==> config.mk <==
export PLATFORM = sky130hd
export DESIGN_NAME = meter_code_match_register_bank_core
export DESIGN_NICKNAME = d
export VERILOG_FILES = /design/src/hdl/mcm_pkg.sv /design/src/hdl/mcm_bank.sv /design/src/hdl/meter_code_match_register_bank_core.sv
export SDC_FILE = /design/constraint.sdc
export NUM_CORES = 1
export LEC_CHECK = 0
export ABC_AREA = 0
export BUFFER_PORTS_ARGS = -buffer_cell sky130_fd_sc_hd__buf_4
export CORE_MARGIN = 3
export CORE_UTILIZATION = 45
export DETAILED_ROUTE_END_ITERATION = 6
export SLEW_MARGIN = 20
export SYNTH_ARGS = -nofsm -noshare
export SYNTH_HDL_FRONTEND = slang
export SYNTH_HIERARCHICAL = 1
export SYNTH_SLANG_ARGS = --single-unit
==> constraint.sdc <==
create_clock -name clk_i -period 5 [get_ports clk_i]
set_input_delay 0 -clock clk_i [delete_from_list [all_inputs] [get_ports clk_i]]
set_output_delay 0 -clock clk_i [all_outputs]
set_load 0.01 [all_outputs]
==> src/hdl/mcm_pkg.sv <==
// shared types and constants for the meter code match register bank
package mcm_pkg;

  localparam int MaxCodes    = 3;
  localparam int NumCodesDef = 3;
  localparam int CodeW       = 40;
  localparam int CfgDataW    = 40;
  localparam int CfgIdxW     = 3;
  localparam int OpW         = 3;
  localparam int LenW        = 8;
  localparam int BytesW      = 48;
  localparam int ValueW      = 32;
  localparam int RdIdxW      = 8;
  localparam int HalfW       = 16;
  localparam int PendW       = 2;
  localparam int PersistW    = 3;
  localparam int VersionW    = 32;

  localparam logic [PendW-1:0]    NoCode       = 2'd3;
  localparam logic [7:0]          Terminator   = 8'hFF;
  localparam logic [LenW-1:0]     CodeLenFull  = 8'd6;
  localparam logic [LenW-1:0]     CodeLenEmpty = 8'd0;
  localparam logic [PersistW-1:0] PersistReset = 3'd4;
  localparam logic [VersionW-1:0] VersionReset = 32'd2024050601;

  localparam logic [CodeW-1:0] CodeReset [MaxCodes] = '{
    40'h01_0001_0800,
    40'h01_0002_0800,
    40'h01_0010_0700
  };

  typedef enum logic [OpW-1:0] {
    OpFrameReset = 3'd0,
    OpCode       = 3'd1,
    OpValue      = 3'd2,
    OpCommit     = 3'd3,
    OpRead       = 3'd4
  } opcode_e;

  typedef enum logic [CfgIdxW-1:0] {
    CfgCodeZero   = 3'd0,
    CfgCodeOne    = 3'd1,
    CfgCodeTwo    = 3'd2,
    CfgPersistent = 3'd3,
    CfgVersion    = 3'd4
  } cfg_idx_e;

  // one input word
  typedef struct packed {
    logic [OpW-1:0]    opcode;
    logic [LenW-1:0]   code_length;
    logic [BytesW-1:0] code_bytes;
    logic [ValueW-1:0] value_word;
    logic [RdIdxW-1:0] read_index;
  } cmd_t;

  // one result word
  typedef struct packed {
    logic [HalfW-1:0] read_data;
    logic [PendW-1:0] pending_code;
  } res_t;

endpackage

==> src/hdl/mcm_bank.sv <==
// code match, staged and live word storage, and register file of the bank
module mcm_bank #(
  parameter int NUM_CODES = mcm_pkg::NumCodesDef
) (
  input  logic                           clk_i,
  input  logic                           rst_ni,
  input  logic                           cfg_we_i,
  input  logic [mcm_pkg::CfgIdxW-1:0]    cfg_idx_i,
  input  logic [mcm_pkg::CfgDataW-1:0]   cfg_data_i,
  input  logic                           exec_i,
  input  mcm_pkg::cmd_t                  cmd_i,
  output mcm_pkg::res_t                  res_o
);

  localparam int NumWords = 2 * NUM_CODES;
  localparam int WIdxW    = (NumWords > 1) ? $clog2(NumWords) : 1;

  logic [mcm_pkg::CodeW-1:0]     code_q [NUM_CODES];
  logic [mcm_pkg::PersistW-1:0]  persist_q;
  logic [mcm_pkg::VersionW-1:0]  version_q;

  logic [mcm_pkg::PendW-1:0]     pend_q, pend_d;
  logic [NumWords-1:0]           flag_q, flag_d;
  logic [mcm_pkg::HalfW-1:0]     stage_q [NumWords];
  logic [mcm_pkg::HalfW-1:0]     stage_d [NumWords];
  logic [mcm_pkg::HalfW-1:0]     live_q  [NumWords];
  logic [mcm_pkg::HalfW-1:0]     live_d  [NumWords];

  logic                          hit;
  logic [mcm_pkg::PendW-1:0]     hit_idx;
  logic [mcm_pkg::CodeW-1:0]     head;
  logic [mcm_pkg::RdIdxW-1:0]    rd_off;
  logic [mcm_pkg::HalfW-1:0]     rd_data;

  // config registers
  always_ff @(posedge clk_i or negedge rst_ni) begin
    if (!rst_ni) begin
      for (int k = 0; k < NUM_CODES; k++) begin
        code_q[k] <= mcm_pkg::CodeReset[k];
      end
      persist_q <= mcm_pkg::PersistReset;
      version_q <= mcm_pkg::VersionReset;
    end else if (cfg_we_i) begin
      for (int k = 0; k < NUM_CODES; k++) begin
        if (cfg_idx_i == mcm_pkg::CfgIdxW'(k)) begin
          code_q[k] <= cfg_data_i[mcm_pkg::CodeW-1:0];
        end
      end
      if (cfg_idx_i == mcm_pkg::CfgPersistent) begin
        persist_q <= cfg_data_i[mcm_pkg::PersistW-1:0];
      end
      if (cfg_idx_i == mcm_pkg::CfgVersion) begin
        version_q <= cfg_data_i[mcm_pkg::VersionW-1:0];
      end
    end
  end

  // lowest matching code wins
  assign head = cmd_i.code_bytes[mcm_pkg::BytesW-1:8];
  always_comb begin
    hit     = 1'b0;
    hit_idx = mcm_pkg::NoCode;
    for (int k = NUM_CODES - 1; k >= 0; k--) begin
      if (head == code_q[k]) begin
        hit     = 1'b1;
        hit_idx = mcm_pkg::PendW'(k);
      end
    end
  end

  // read mux
  assign rd_off = cmd_i.read_index - mcm_pkg::RdIdxW'(2);
  always_comb begin
    priority if (cmd_i.read_index == mcm_pkg::RdIdxW'(0)) begin
      rd_data = version_q[mcm_pkg::VersionW-1:mcm_pkg::HalfW];
    end else if (cmd_i.read_index == mcm_pkg::RdIdxW'(1)) begin
      rd_data = version_q[mcm_pkg::HalfW-1:0];
    end else if (cmd_i.read_index < mcm_pkg::RdIdxW'(NumWords + 2)) begin
      rd_data = live_q[rd_off[WIdxW-1:0]];
    end else begin
      rd_data = '0;
    end
  end

  always_comb begin
    pend_d  = pend_q;
    flag_d  = flag_q;
    stage_d = stage_q;
    live_d  = live_q;
    res_o.read_data = '0;
    unique case (cmd_i.opcode)
      mcm_pkg::OpFrameReset: begin
        pend_d = mcm_pkg::NoCode;
        flag_d = '0;
      end
      mcm_pkg::OpCode: begin
        if (cmd_i.code_length == mcm_pkg::CodeLenEmpty) begin
          pend_d = mcm_pkg::NoCode;
        end else if (cmd_i.code_length == mcm_pkg::CodeLenFull &&
                     cmd_i.code_bytes[7:0] == mcm_pkg::Terminator && hit) begin
          pend_d = hit_idx;
        end
      end
      mcm_pkg::OpValue: begin
        if (pend_q != mcm_pkg::NoCode) begin
          for (int w = 0; w < NumWords; w++) begin
            if (pend_q == mcm_pkg::PendW'(w / 2)) begin
              flag_d[w]  = 1'b1;
              stage_d[w] = (w % 2 == 0) ? cmd_i.value_word[mcm_pkg::ValueW-1:mcm_pkg::HalfW]
                                        : cmd_i.value_word[mcm_pkg::HalfW-1:0];
            end
          end
          pend_d = mcm_pkg::NoCode;
        end
      end
      mcm_pkg::OpCommit: begin
        for (int w = 0; w < NumWords; w++) begin
          if (flag_q[w]) begin
            flag_d[w] = 1'b0;
            live_d[w] = stage_q[w];
          end else if (mcm_pkg::PersistW'(w) >= persist_q) begin
            live_d[w] = '0;
          end
        end
        pend_d = mcm_pkg::NoCode;
      end
      mcm_pkg::OpRead: begin
        res_o.read_data = rd_data;
      end
      default: begin
      end
    endcase
    res_o.pending_code = pend_d;
  end

  always_ff @(posedge clk_i or negedge rst_ni) begin
    if (!rst_ni) begin
      pend_q <= mcm_pkg::NoCode;
      flag_q <= '0;
      for (int w = 0; w < NumWords; w++) begin
        stage_q[w] <= '0;
        live_q[w]  <= '0;
      end
    end else if (exec_i) begin
      pend_q  <= pend_d;
      flag_q  <= flag_d;
      stage_q <= stage_d;
      live_q  <= live_d;
    end
  end

  a_commit_clears_pend: assert property (@(posedge clk_i) disable iff (!rst_ni)
    exec_i && cmd_i.opcode == mcm_pkg::OpCommit |=> pend_q == mcm_pkg::NoCode)
    else $error("pending code survived a commit");

  a_frame_reset_flags: assert property (@(posedge clk_i) disable iff (!rst_ni)
    exec_i && cmd_i.opcode == mcm_pkg::OpFrameReset |=> flag_q == '0)
    else $error("staged flags survived a frame reset");

  a_read_only_data: assert property (@(posedge clk_i) disable iff (!rst_ni)
    cmd_i.opcode != mcm_pkg::OpRead |-> res_o.read_data == '0)
    else $error("nonzero data on a non-read word");

endmodule

==> src/hdl/meter_code_match_register_bank_core.sv <==
// top level of the meter code match register bank
//
// input channel: in_valid_i / in_stall_o with one command word per accept
// (opcode, code length, code bytes, value, read index)
// output channel: out_valid_o / out_stall_i, one result word per command:
// read data (zero for anything but a read) and the pending code after it
// config port: cfg_we_i writes cfg_data_i to register cfg_idx_i; the user must
// write only while the bank is idle (the block does not enforce it); indices
// 0..2 codes, 3 persistent count, 4 version word, other indices are dropped
// timing: the input register takes the word at the accept edge, the result
// register takes it when the word advances out of the input register;
// throughput one word per cycle while the output is not stalled, set by the
// combinational execute path between the two registers
// stall: a stalled result holds in the result register; the input register
// still takes a word, and in_stall_o rises only when both registers are full
// reset: codes, persistent count and version return to defaults, pending
// code is none, staged flags clear, staged and live words zero
module meter_code_match_register_bank_core #(
  parameter int NUM_CODES = mcm_pkg::NumCodesDef
) (
  input  logic                          clk_i,
  input  logic                          rst_ni,
  input  logic                          cfg_we_i,
  input  logic [mcm_pkg::CfgIdxW-1:0]   cfg_idx_i,
  input  logic [mcm_pkg::CfgDataW-1:0]  cfg_data_i,
  input  logic                          in_valid_i,
  output logic                          in_stall_o,
  input  logic [mcm_pkg::OpW-1:0]       opcode_i,
  input  logic [mcm_pkg::LenW-1:0]      code_length_i,
  input  logic [mcm_pkg::BytesW-1:0]    code_bytes_i,
  input  logic [mcm_pkg::ValueW-1:0]    value_word_i,
  input  logic [mcm_pkg::RdIdxW-1:0]    read_index_i,
  output logic                          out_valid_o,
  input  logic                          out_stall_i,
  output logic [mcm_pkg::HalfW-1:0]     read_data_o,
  output logic [mcm_pkg::PendW-1:0]     pending_code_o
);

  logic           in_vld_q, in_vld_d;
  mcm_pkg::cmd_t  cmd_q;
  logic           out_vld_q, out_vld_d;
  mcm_pkg::res_t  res_q, res;
  logic           in_acc;
  logic           advance;

  // word moves from input register to result register
  assign advance    = in_vld_q && (!out_vld_q || !out_stall_i);
  assign in_stall_o = in_vld_q && out_vld_q && out_stall_i;
  assign in_acc     = in_valid_i && !in_stall_o;

  always_comb begin
    in_vld_d = in_vld_q;
    if (in_acc) begin
      in_vld_d = 1'b1;
    end else if (advance) begin
      in_vld_d = 1'b0;
    end
  end

  always_comb begin
    out_vld_d = out_vld_q;
    if (advance) begin
      out_vld_d = 1'b1;
    end else if (!out_stall_i) begin
      out_vld_d = 1'b0;
    end
  end

  always_ff @(posedge clk_i or negedge rst_ni) begin
    if (!rst_ni) begin
      in_vld_q  <= 1'b0;
      out_vld_q <= 1'b0;
    end else begin
      in_vld_q  <= in_vld_d;
      out_vld_q <= out_vld_d;
    end
  end

  // payload registers
  always_ff @(posedge clk_i) begin
    if (in_acc) begin
      cmd_q.opcode      <= opcode_i;
      cmd_q.code_length <= code_length_i;
      cmd_q.code_bytes  <= code_bytes_i;
      cmd_q.value_word  <= value_word_i;
      cmd_q.read_index  <= read_index_i;
    end
    if (advance) begin
      res_q <= res;
    end
  end

  mcm_bank #(
    .NUM_CODES(NUM_CODES)
  ) u_bank (
    .clk_i     (clk_i),
    .rst_ni    (rst_ni),
    .cfg_we_i  (cfg_we_i),
    .cfg_idx_i (cfg_idx_i),
    .cfg_data_i(cfg_data_i),
    .exec_i    (advance),
    .cmd_i     (cmd_q),
    .res_o     (res)
  );

  assign out_valid_o    = out_vld_q;
  assign read_data_o    = res_q.read_data;
  assign pending_code_o = res_q.pending_code;

  a_stall_needs_word: assert property (@(posedge clk_i) disable iff (!rst_ni)
    !in_vld_q |-> !in_stall_o)
    else $error("input stalled with an empty input register");

  a_advance_fills_out: assert property (@(posedge clk_i) disable iff (!rst_ni)
    advance |=> out_vld_q)
    else $error("executed word did not reach the result register");

  a_full_blocks: assert property (@(posedge clk_i) disable iff (!rst_ni)
    in_vld_q && out_vld_q && out_stall_i |-> !advance)
    else $error("word executed while the result register was held");

endmodule
# Word-level counts from Yosys, hierarchy flattened
# Index checks and enable logic that the tools add are counted.
# classes
n_addsub	1
magnitude_cmp	8
n_eq_ne	22
mux	37
reduce_logical	41
n_bitwise	1
# ops
op	n
16-bit 2-to-1 mux	17
40-bit == test	3
16-bit binary-select mux with 3-bit select	1
4-bit AND reduction	6
3-bit AND reduction	6
8-bit zero test	2
2-bit nonzero test	8
3-bit by 2-bit == test with 1-bit output (second input constant)	4
6-bit one-hot mux with 2 select lines	1
1-bit 2-to-1 mux	11
2-bit 2-to-1 mux	5
2-bit by 1-bit inequality test with 1-bit output (second input constant)	5
2-bit AND reduction	5
8-bit by 1-bit == test with 1-bit output (second input constant)	1
8-bit by 3-bit == test with 1-bit output (second input constant)	1
8-bit == test (second input constant)	1
8-bit by 4-bit < comparator with 1-bit output (second input constant)	1
3-bit by 1-bit == test with 1-bit output (second input constant)	2
3-bit == test (second input constant)	2
1-bit by 3-bit greater-or-equal comparator with 1-bit output (first input constant)	2
2-bit by 3-bit greater-or-equal comparator with 1-bit output (first input constant)	2
3-bit greater-or-equal comparator (first input constant)	2
1-bit logical AND	6
3-bit zero test	2
12 further kinds	14
# word_totals
in_bits	147
regBits	474
wordCells	140
output_inout_bits	20

# Longest topological paths before layout
# Gate-level depths: netlist (run 1).
# logic_depth
word_depth	8
depth_mapped	9
ltp_nobuf	7

# Hierarchy
# Netlist (run 1), hierarchy kept.
# modules_own_cells
mod	seq_area_each_um2	area_per_inst_um2	instances	cells_each
mcm_bank	8846.0	15755.1	1	1177
meter_code_match_register_bank_core	3563.4	3606.0	1	125

# Worst setup path after synthesis (run 1)
# OpenSTA, ideal clock, no wires.
# synth_timing
path_type	reg-to-reg
start	register out_vld_q, in the netlist out_valid_o
end	register u_bank/live_q[85] (netlist bit)
path_stages_with_launch	9
required_time_ns	4.879
setup_slack_ns	1.381
arrival_time_ns	3.498
n_path_buf	2
setup_time_ns	0.121
period_less_slack_ns	3.619
cell_sequence	dfrtp_1 -> a21boi_0 -> nor2b_1 -> and3_1 -> buf_2 -> o21ai_1 -> a21o_1 -> clkbuf_1 -> a22o_1
# synth_via
elab_chain_len	4
# synth_lines
item	line	source
from (decl)	meter_code_match_register_bank_core.sv:41	logic out_vld_q, out_vld_d;
from (signal assigned)	meter_code_match_register_bank_core.sv:75	out_vld_q <= out_vld_d;
1-bit zero test	meter_code_match_register_bank_core.sv:47	assign advance = in_vld_q && (!out_vld_q || !out_stall_i);
1-bit logical OR	meter_code_match_register_bank_core.sv:47	
1-bit logical AND	meter_code_match_register_bank_core.sv:47	
net advance	meter_code_match_register_bank_core.sv:44	logic advance;
3-bit AND reduction (no source line)	--	
to (signal assigned)	mcm_bank.sv:148	live_q <= live_d;
to (decl)	mcm_bank.sv:26	logic [mcm_pkg::HalfW-1:0] live_q [NumWords];
# The timed path passes the listed nets, and every way through them passes these cells.
# A chain may end at the register's enable or synchronous reset.

# Worst setup path after layout (run 1)
# layout_timing
start	register out_vld_q, in the netlist out_valid_o
end	register u_bank/live_q[17] (netlist bit)
# Same word-level chain as after synthesis.

==> impl_metrics.csv, run 1 <==
group,metric,value,unit
synth,synth_seq_cells,471,
floorplan,fp-row-count,75,
critical_path,critPathKind,"reg2reg",
routing,routed_wl,49100,um
routing,vias_per_cell,5.43,
power,power_density,412,nW/um^2
critical_path,crit_required,5460,ps
synth,synth-edff-count,117,
global_routing,track_usage,21.9,%
clock_network,path_clk_slew,60,ps
critical_path,cp-start-kind,"flip-flop",
routing,detail-route-antenna-nets,0,
critical_path,cp-end-kind,"flip-flop",
timing,slew_headroom,22.9,%
clock_network,cts_resized,0,
synth,synthSimpleGateAreaFrac,5.96,%
routing,dr.pass1.iters,5,
synth,synth_xor_area_share,5.43,%
timing,grt_setup_unrepaired,"no",
floorplan,die_area,45600,um^2
synth,syn-num-nets,1449,
synth,yosys_warnings,6,
synth,synth_area,19400,um^2
clock_network,worstSkewPairLatency,580,ps
critical_path,r2r-start,"out_valid_o$_DFFE_PN0P_",
final_layout,area_growth,26.3,%
timing,maxSlewViolCount,0,
routing,drt_iter0_markers,864,
final_layout,fin_area,24500,um^2
placement,place.gp.congestion,0.844,
power,vdd_drop_max,0.230,mV
clock_network,cts_made_buffers,51,
global_routing,grtUsageMet2,33.7,%
floorplan,start_util,45.8,%
clock_network,clockBufferDepth,3,
final_layout,nNetsFinal,1773,
global_routing,grt_first_pass_wirelength,75600,um
timing,fmax,275,MHz
placement,post_dp_cell_area,21300,um^2
routing,vias,11980,
synth,yosysSeqAreaShare,64.1,%
synth,synth_ff_type,"dfrtp_1",
clock_network,clkSinkCount,471,
status,status,"completed",
synth,synth_top_family_by_area,"multiplexers",
placement,port-buffer-count,166,
hold_path,hold_path.class,"in2async",
synth,synth_mux_area_share,18.2,%
timing,setup_viol,0,
synth,synthesis.area_per_instance,14.9,um^2
critical_path,worstPathArrival,4110,ps
timing,hold_viol_final,0,
floorplan,die_h,213,um
critical_path,reg2reg_slack,1360,ps
global_routing,grt_pass1_vias,12510,
critical_path,rr_worst_depth,8,
global_routing,grt.busiest_layer,"met2",
timing,worstMarginPinSlew,1160,ps
global_routing,grtUsageMet3,3.23,%
routing,post_drt_wl_per_cell,22.3,um
critical_path,reg2reg_to,"u_bank/live_q[17]$_DFFE_PN0P_",
clock_network,h-tree-depth,2,
routing,drc,0,
synth,synth-compound-area-share,5.03,%
critical_path,worstPathMaxFanout,23,
global_routing,grt_overflow_total,0,
timing,fin_crit,3640,ps
floorplan,ios,167,
synth,synth.distinct_cells,50,
global_routing,use_met1,33.2,%
timing,fin_crit_sh,72.9,%
synth,synthArstFlopShare,75.2,%
placement,dp_hpwl,31600,um
clock_network,clockRootBuffer,"clkbuf_16",
clock_network,cts_tree,"done",
final_layout,antennaDiodeCount,0,
floorplan,core,42200,um^2
synth,synth-adder-area-share,0,%
global_routing,grt_max_degree,126,
final_layout,n_fill_cell,3323,
power,p_leak,10.5,nW
flow_run,drv_cap,0,
global_routing,antenna_found_initial,0,
synth,syn_inst,1302,
final_layout,drive_gt1_share,34.7,%
floorplan,die_w,213,um
timing,fin_skew,9.14,ps
timing,setup_tns,0,ps
worst max path at each step:
stage,slack (ps),cells past startpoint,endpoint,startpoint
after floorplan,1380,8,u_bank/live_q[85]$_DFFE_PN0P_,out_valid_o$_DFFE_PN0P_
after global placement,1470,8,u_bank/live_q[23]$_DFFE_PN0P_,out_valid_o$_DFFE_PN0P_
after detailed placement,1360,8,u_bank/live_q[28]$_DFFE_PN0P_,out_valid_o$_DFFE_PN0P_
after CTS,1350,8,u_bank/live_q[27]$_DFFE_PN0P_,out_valid_o$_DFFE_PN0P_
after global routing,980,8,u_bank/live_q[27]$_DFFE_PN0P_,out_valid_o$_DFFE_PN0P_
final,1360,8,u_bank/live_q[17]$_DFFE_PN0P_,out_valid_o$_DFFE_PN0P_
report_power, final:
group | internal (W) | total [W] | switching, W | leakage, nW
combinational | 0.000741 | 0.00138 | 0.000640 | 3.96
sequential | 0.00454 | 0.00490 | 0.000352 | 5.64
clock | 0.00226 | 0.00380 | 0.00154 | 0.854
cells in the mapped netlist (all sizes together), types with 15 or more instances:
cell,number,area (um^2)
dfrtp,324,8110
mux2,266,3000
edfxtp,117,3510
xnor2,102,893
nand2,83,312
a22o,64,561
clkbuf,45,169
nand4,38,238
nand3,36,185
dfstp,30,788
nor2,25,93.8
xor2,18,158
mux2i,17,170
a22oi,16,120
mux4,16,360
nor4,16,106
o22a,16,140
buf,15,62.6
cells by family after synthesis:
group / after synthesis
compound gates: 119
flops: 471
simple gates: 229
xor+xnor: 120
buf+inv: 64
mux: 299
repair_timing:
action | in CTS | in global routing
endpoints found under the hold margin | 391 | 0
hold buffers | 147 | 0
buffers inserted | 0 | 0
setup endpoints to repair | 0 | 0
flip-flops by register name (all words and copies together), names as in the netlist:
name / cells
u_bank/version_q: 32
in_vld_q: 1
u_bank/live_q: 96
read_data_o: 16
cmd_q: 99
out_valid_o: 1
u_bank/flag_q: 3
u_bank/persist_q: 3
u_bank/code_q: 120
u_bank/pend_q: 2
u_bank/stage_q: 96
pending_code_o: 2
routing by layer:
metal	vias to the layer above	wire length [um]
li1	5449	-
met1	6187	23500
met2	289	22400
met3	55	2320
met4	0	861
met5	-	0
cells in the final DEF, fill, tap and decap left out, types with 25 or more instances in the layout:
cell | synthesis | layout
mux2_2 | 248 | 248
nand2_1 | 83 | 82
dlygate4sd3_1 | 0 | 147
nor2_1 | 25 | 25
dfrtp_1 | 324 | 324
buf_4 | 0 | 181
nand3_1 | 35 | 35
xnor2_1 | 102 | 102
clkbuf_16 | 0 | 51
dfstp_2 | 30 | 30
a22o_1 | 64 | 64
nand4_1 | 38 | 38
edfxtp_1 | 117 | 117
stage by stage:
stage                     hold slack (ps)  instances  total power (W)  setup WS, ps  utilization, %
after CTS                            97.7       2206           0.0102          1350            57.9
after global routing                  124       2206           0.0105           975            57.9
after floorplan                      -296       1302          0.00571          1380               -
after detailed placement              179       1965          0.00625          1360            50.4
after global placement                178       1965          0.00620          1470            50.4
final                                 104       2206           0.0101          1360            57.9
worst max-delay path, cell delays in order, from the launching register on:
cell and delay (ps):
dfrtp_1 430, a21boi_2 130, buf_4 320, nor2b_1 280
and3_1 740, nand2_1 760, a21o_1 630, nand2_1 180
nand2_1 60
cell type report:
class | instances | area (um^2) | area share (%)
sequential | 471 | 12400 | 50.7
multi-input combinational | 767 | 6760 | 27.7
timing repair buffer | 331 | 2890 | 11.8
clock buffer | 73 | 1520 | 6.21
tap | 539 | 674 | 2.76
clock inverter | 21 | 188 | 0.767
inverter | 4 | 15.0 | 0.0614
Note: power is estimated with default switching activity, not from simulation.
==> inputs of run 2 (changes only) <==
- ABC_AREA: 0 -> 1
- clock period: 5 -> 3.8 ns (I/O delays scaled with it)
==> run 2 against run 1 <==
Net effect: clock skew rose by 15 ps; worst hold slack got worse by 72 ps; register-to-register slack got worse by 300 ps; sequential share of layout area fell by 0.79 points; total power rose by 39%; combinational power rose by 49%; synthesized area rose by 2.3%; global-route usage rose by 2.3 points; non-clock buffer count rose by 6; critical path depth fell by 1; setup slack got worse by 300 ps; largest cell class unchanged.
==> impl_metrics.csv, run 2 <==
group,metric,value,unit
status,status,"completed",
power,p_sw,0.00385,W
hold_path,hold_path.class,"in2async",
final_layout,area_growth,25.4,%
routing,post_drt_wl_per_cell,18.6,um
routing,vias,15210,
final_layout,largestRegisters,"u_bank/code_q: 120 flops, cmd_q: 99 flops",
power,power_density,564,nW/um^2
routing,drc,0,
synth,synth_area,19800,um^2
critical_path,worstPathArrival,3220,ps
synth,yosysSeqAreaShare,62.7,%
power,swShare,27.5,%
timing,hold_viol_final,0,
power,vdd_drop_max,0.353,mV
final_layout,drive_gt1_share,13.3,%
timing,maxSlewViolCount,0,
global_routing,grt_overflow_total,0,
final_layout,largest_register,"u_bank/code_q",
timing,fmax,364,MHz
final_layout,largest_register_ffs,120,
timing,fin_crit_sh,72.3,%
global_routing,grt_first_pass_wirelength,87300,um
critical_path,path_depth,7,
critical_path,path_buf_inv,1,
clock_network,clockBufferDepth,3,
timing,slew_headroom,30.5,%
synth,synth_top_cell_by_area,"dfrtp_1",
floorplan,die_h,216,um
global_routing,grt_max_degree,100,
clock_network,worstSkewPairLatency,590,ps
placement,dp_hpwl,37300,um
synth,synthArstFlopShare,75.2,%
synth,syn_inst,2082,
critical_path,slowest_delay,660,ps
clock_network,cts_resized,0,
floorplan,ios,167,
critical_path,path_cells,"nor3_2 -> nand2_1 -> inv_1 -> nand2_1 -> a31oi_4 -> nand3_1 -> o21ai_0",
critical_path,worstPathMaxFanout,32,
clock_network,clockRootBuffer,"clkbuf_16",
timing,setup_tns,0,ps
final_layout,n_fill_cell,3783,
synth,synth_seq_cells,471,
final_layout,nNetsFinal,2519,
final_layout,final_common_cell,"nand2_1",
timing,fin_crit,2750,ps
power,p_clk_share,36.0,%
synth,synthesis.area_per_instance,9.51,um^2
final_layout,register_area,12400,um^2
floorplan,die_w,216,um
routing,vias_per_cell,5.07,
synth,synth_ff_type,"dfrtp_1",
flow_run,drv_cap,0,
synth,syn-num-nets,2229,
routing,routed_wl,55600,um
clock_network,clkSinkCount,471,
synth,yosys_warnings,6,
power,cell_internal_pwr,0.0101,W
clock_network,path_clk_slew,60,ps
routing,dr.pass1.iters,5,
critical_path,cp-end-kind,"flip-flop",
critical_path,crit_path_frequent_cell,"nand2_1",
floorplan,core,43300,um^2
global_routing,grt_pass1_vias,15328,
global_routing,track_usage,24.1,%
timing,fin_skew,24.5,ps
timing,setup_viol,0,
synth,netlist_top_cells_count,"nand2_1 (534), o21ai_0 (414), dfrtp_1 (324)",
routing,detail-route-antenna-nets,0,
clock_network,postCtsHoldBufs,146,
synth,netlist_top_cells_area,"dfrtp_1 (41%), edfxtp_1 (18%), o21ai_0 (10%), nand2_1 (10%), inv_1 (4.1%)",
clock_network,postCtsSetupBuffers,0,
floorplan,fp-row-count,76,
critical_path,cpLargestDelayFamily,"simple AND/OR/NAND/NOR gates",
critical_path,crit_path_top_delay_cell,"a31oi_4",
critical_path,crit_required,4280,ps
power,fin_total_pwr,0.0140,W
final_layout,final_cell_mix,"nand2_1 (532), o21ai_0 (414), dfrtp_1 (324), inv_1 (215), buf_4 (187)",
timing,grt_setup_unrepaired,"no",
floorplan,start_util,45.8,%
power,p_leak,11.2,nW
final_layout,multi_input_area,6210,um^2
critical_path,critPathKind,"reg2reg",
placement,port-buffer-count,166,
critical_path,rr_worst_depth,7,
synth,yosysTopAreaCellShare,40.9,%
floorplan,die_area,46600,um^2
synth,synth-edff-count,117,
clock_network,h-tree-depth,2,
power,p_comb_share,14.7,%
global_routing,antenna_found_initial,0,
synth,synth_most_common_cell,"nand2_1",
routing,drt_iter0_markers,1215,
timing,worstMarginPinSlew,1040,ps
final_layout,antennaDiodeCount,0,
power,seqPwrFrac,49.3,%
synth,synth.distinct_cells,34,
critical_path,cp-start-kind,"flip-flop",
placement,place.gp.congestion,0.857,
clock_network,cts_tree,"done",
clock_network,cts_made_buffers,50,
==> run 2: cell types whose count changed after synthesis, sizes merged, moves of 64 or more <==
cell | before | now
a22o | 64 | 0
inv | 4 | 218
mux2 | 266 | 0
nand2 | 83 | 534
nand3 | 36 | 100
o21ai | 7 | 414
==> run 2: cell families (layout without fill, tap and decap cells) <==
family | Yosys count | count (layout) | share of synthesized area [%]
AOI/OAI and AO/OA | 484 | 484 | 12.7
xor gates and xnor gates | 76 | 76 | 3.36
buffers and inverters | 318 | 649 | 6.25
DFF | 471 | 471 | 62.7
and+or+nand+nor | 733 | 733 | 15.1
==> run 2: layout make-up <==
class	instances	share of cell area [%]
sequential	471	50.0
inverter	219	3.32
timing repair buffer	337	11.8
tap	585	2.95
clock buffer	83	6.42
clock inverter	10	0.524
multi-input combinational	1293	25.0
==> run 2: metal layers <==
layer / up-vias / GRT usage (%) / part of all wire (%)
li1: 7392 / - / -
met1: 7342 / 32.1 / 43
met2: 384 / 40.8 / 49
met3: 92 / 3.82 / 4.7
met4: 0 / 7.78 / 2.9
met5: - / 0 / 0
==> run 2: worst register-to-register path, cell delays in order (launching register included) <==
cell      delay [ps]
edfxtp_1         450
nor3_2           370
nand2_1          530
inv_1            210
nand2_1          130
a31oi_4          670
nand3_1          170
o21ai_0          140
==> run 2: path summary, 6_finish.rpt <==
check                                                 start                               end  slack (ps)
setup reg to reg                        cmd_q[98]$_DFFE_PP_     u_bank/live_q[18]$_DFFE_PN0P_        1050
hold reg to reg            u_bank/version_q[25]$_DFFE_PN0P_  u_bank/version_q[25]$_DFFE_PN0P_         480
max in group asynchronous                            rst_ni    u_bank/stage_q[87]$_DFFE_PN0P_        2730
hold / removal                                       rst_ni     u_bank/code_q[74]$_DFFE_PN0P_          30
min in group clk_i                                 cfg_we_i   u_bank/persist_q[0]$_DFFE_PN0P_          90
setup / recovery                        cmd_q[98]$_DFFE_PP_     u_bank/live_q[18]$_DFFE_PN0P_        1050
==> run 2: power by group through the flow <==
stage	sequential (W)	combinational, W	clock (W)
global placement	0.00696	0.00187	0
global route	0.00701	0.00236	0.00537
finish	0.00691	0.00205	0.00504
CTS	0.00690	0.00207	0.00516
detailed placement	0.00698	0.00193	0
floorplan	0.00673	0.00125	0
==> run 2: metrics by stage <==
stage / setup WS [ps] / hold slack (ps) / instances / util, % / area, um^2
2_1_floorplan: 872 / -296 / 2082 / - / 19800
3_3_place_gp: 1150 / 94.3 / 2759 / 50.0 / 21600
3_5_place_dp: 1110 / 89.6 / 2759 / 50.0 / 21600
4_1_cts: 1080 / 34.6 / 2998 / 57.4 / 24800
5_1_grt: 798 / 102 / 2998 / 57.4 / 24800
6_report: 1050 / 32.7 / 2998 / 57.4 / 24800
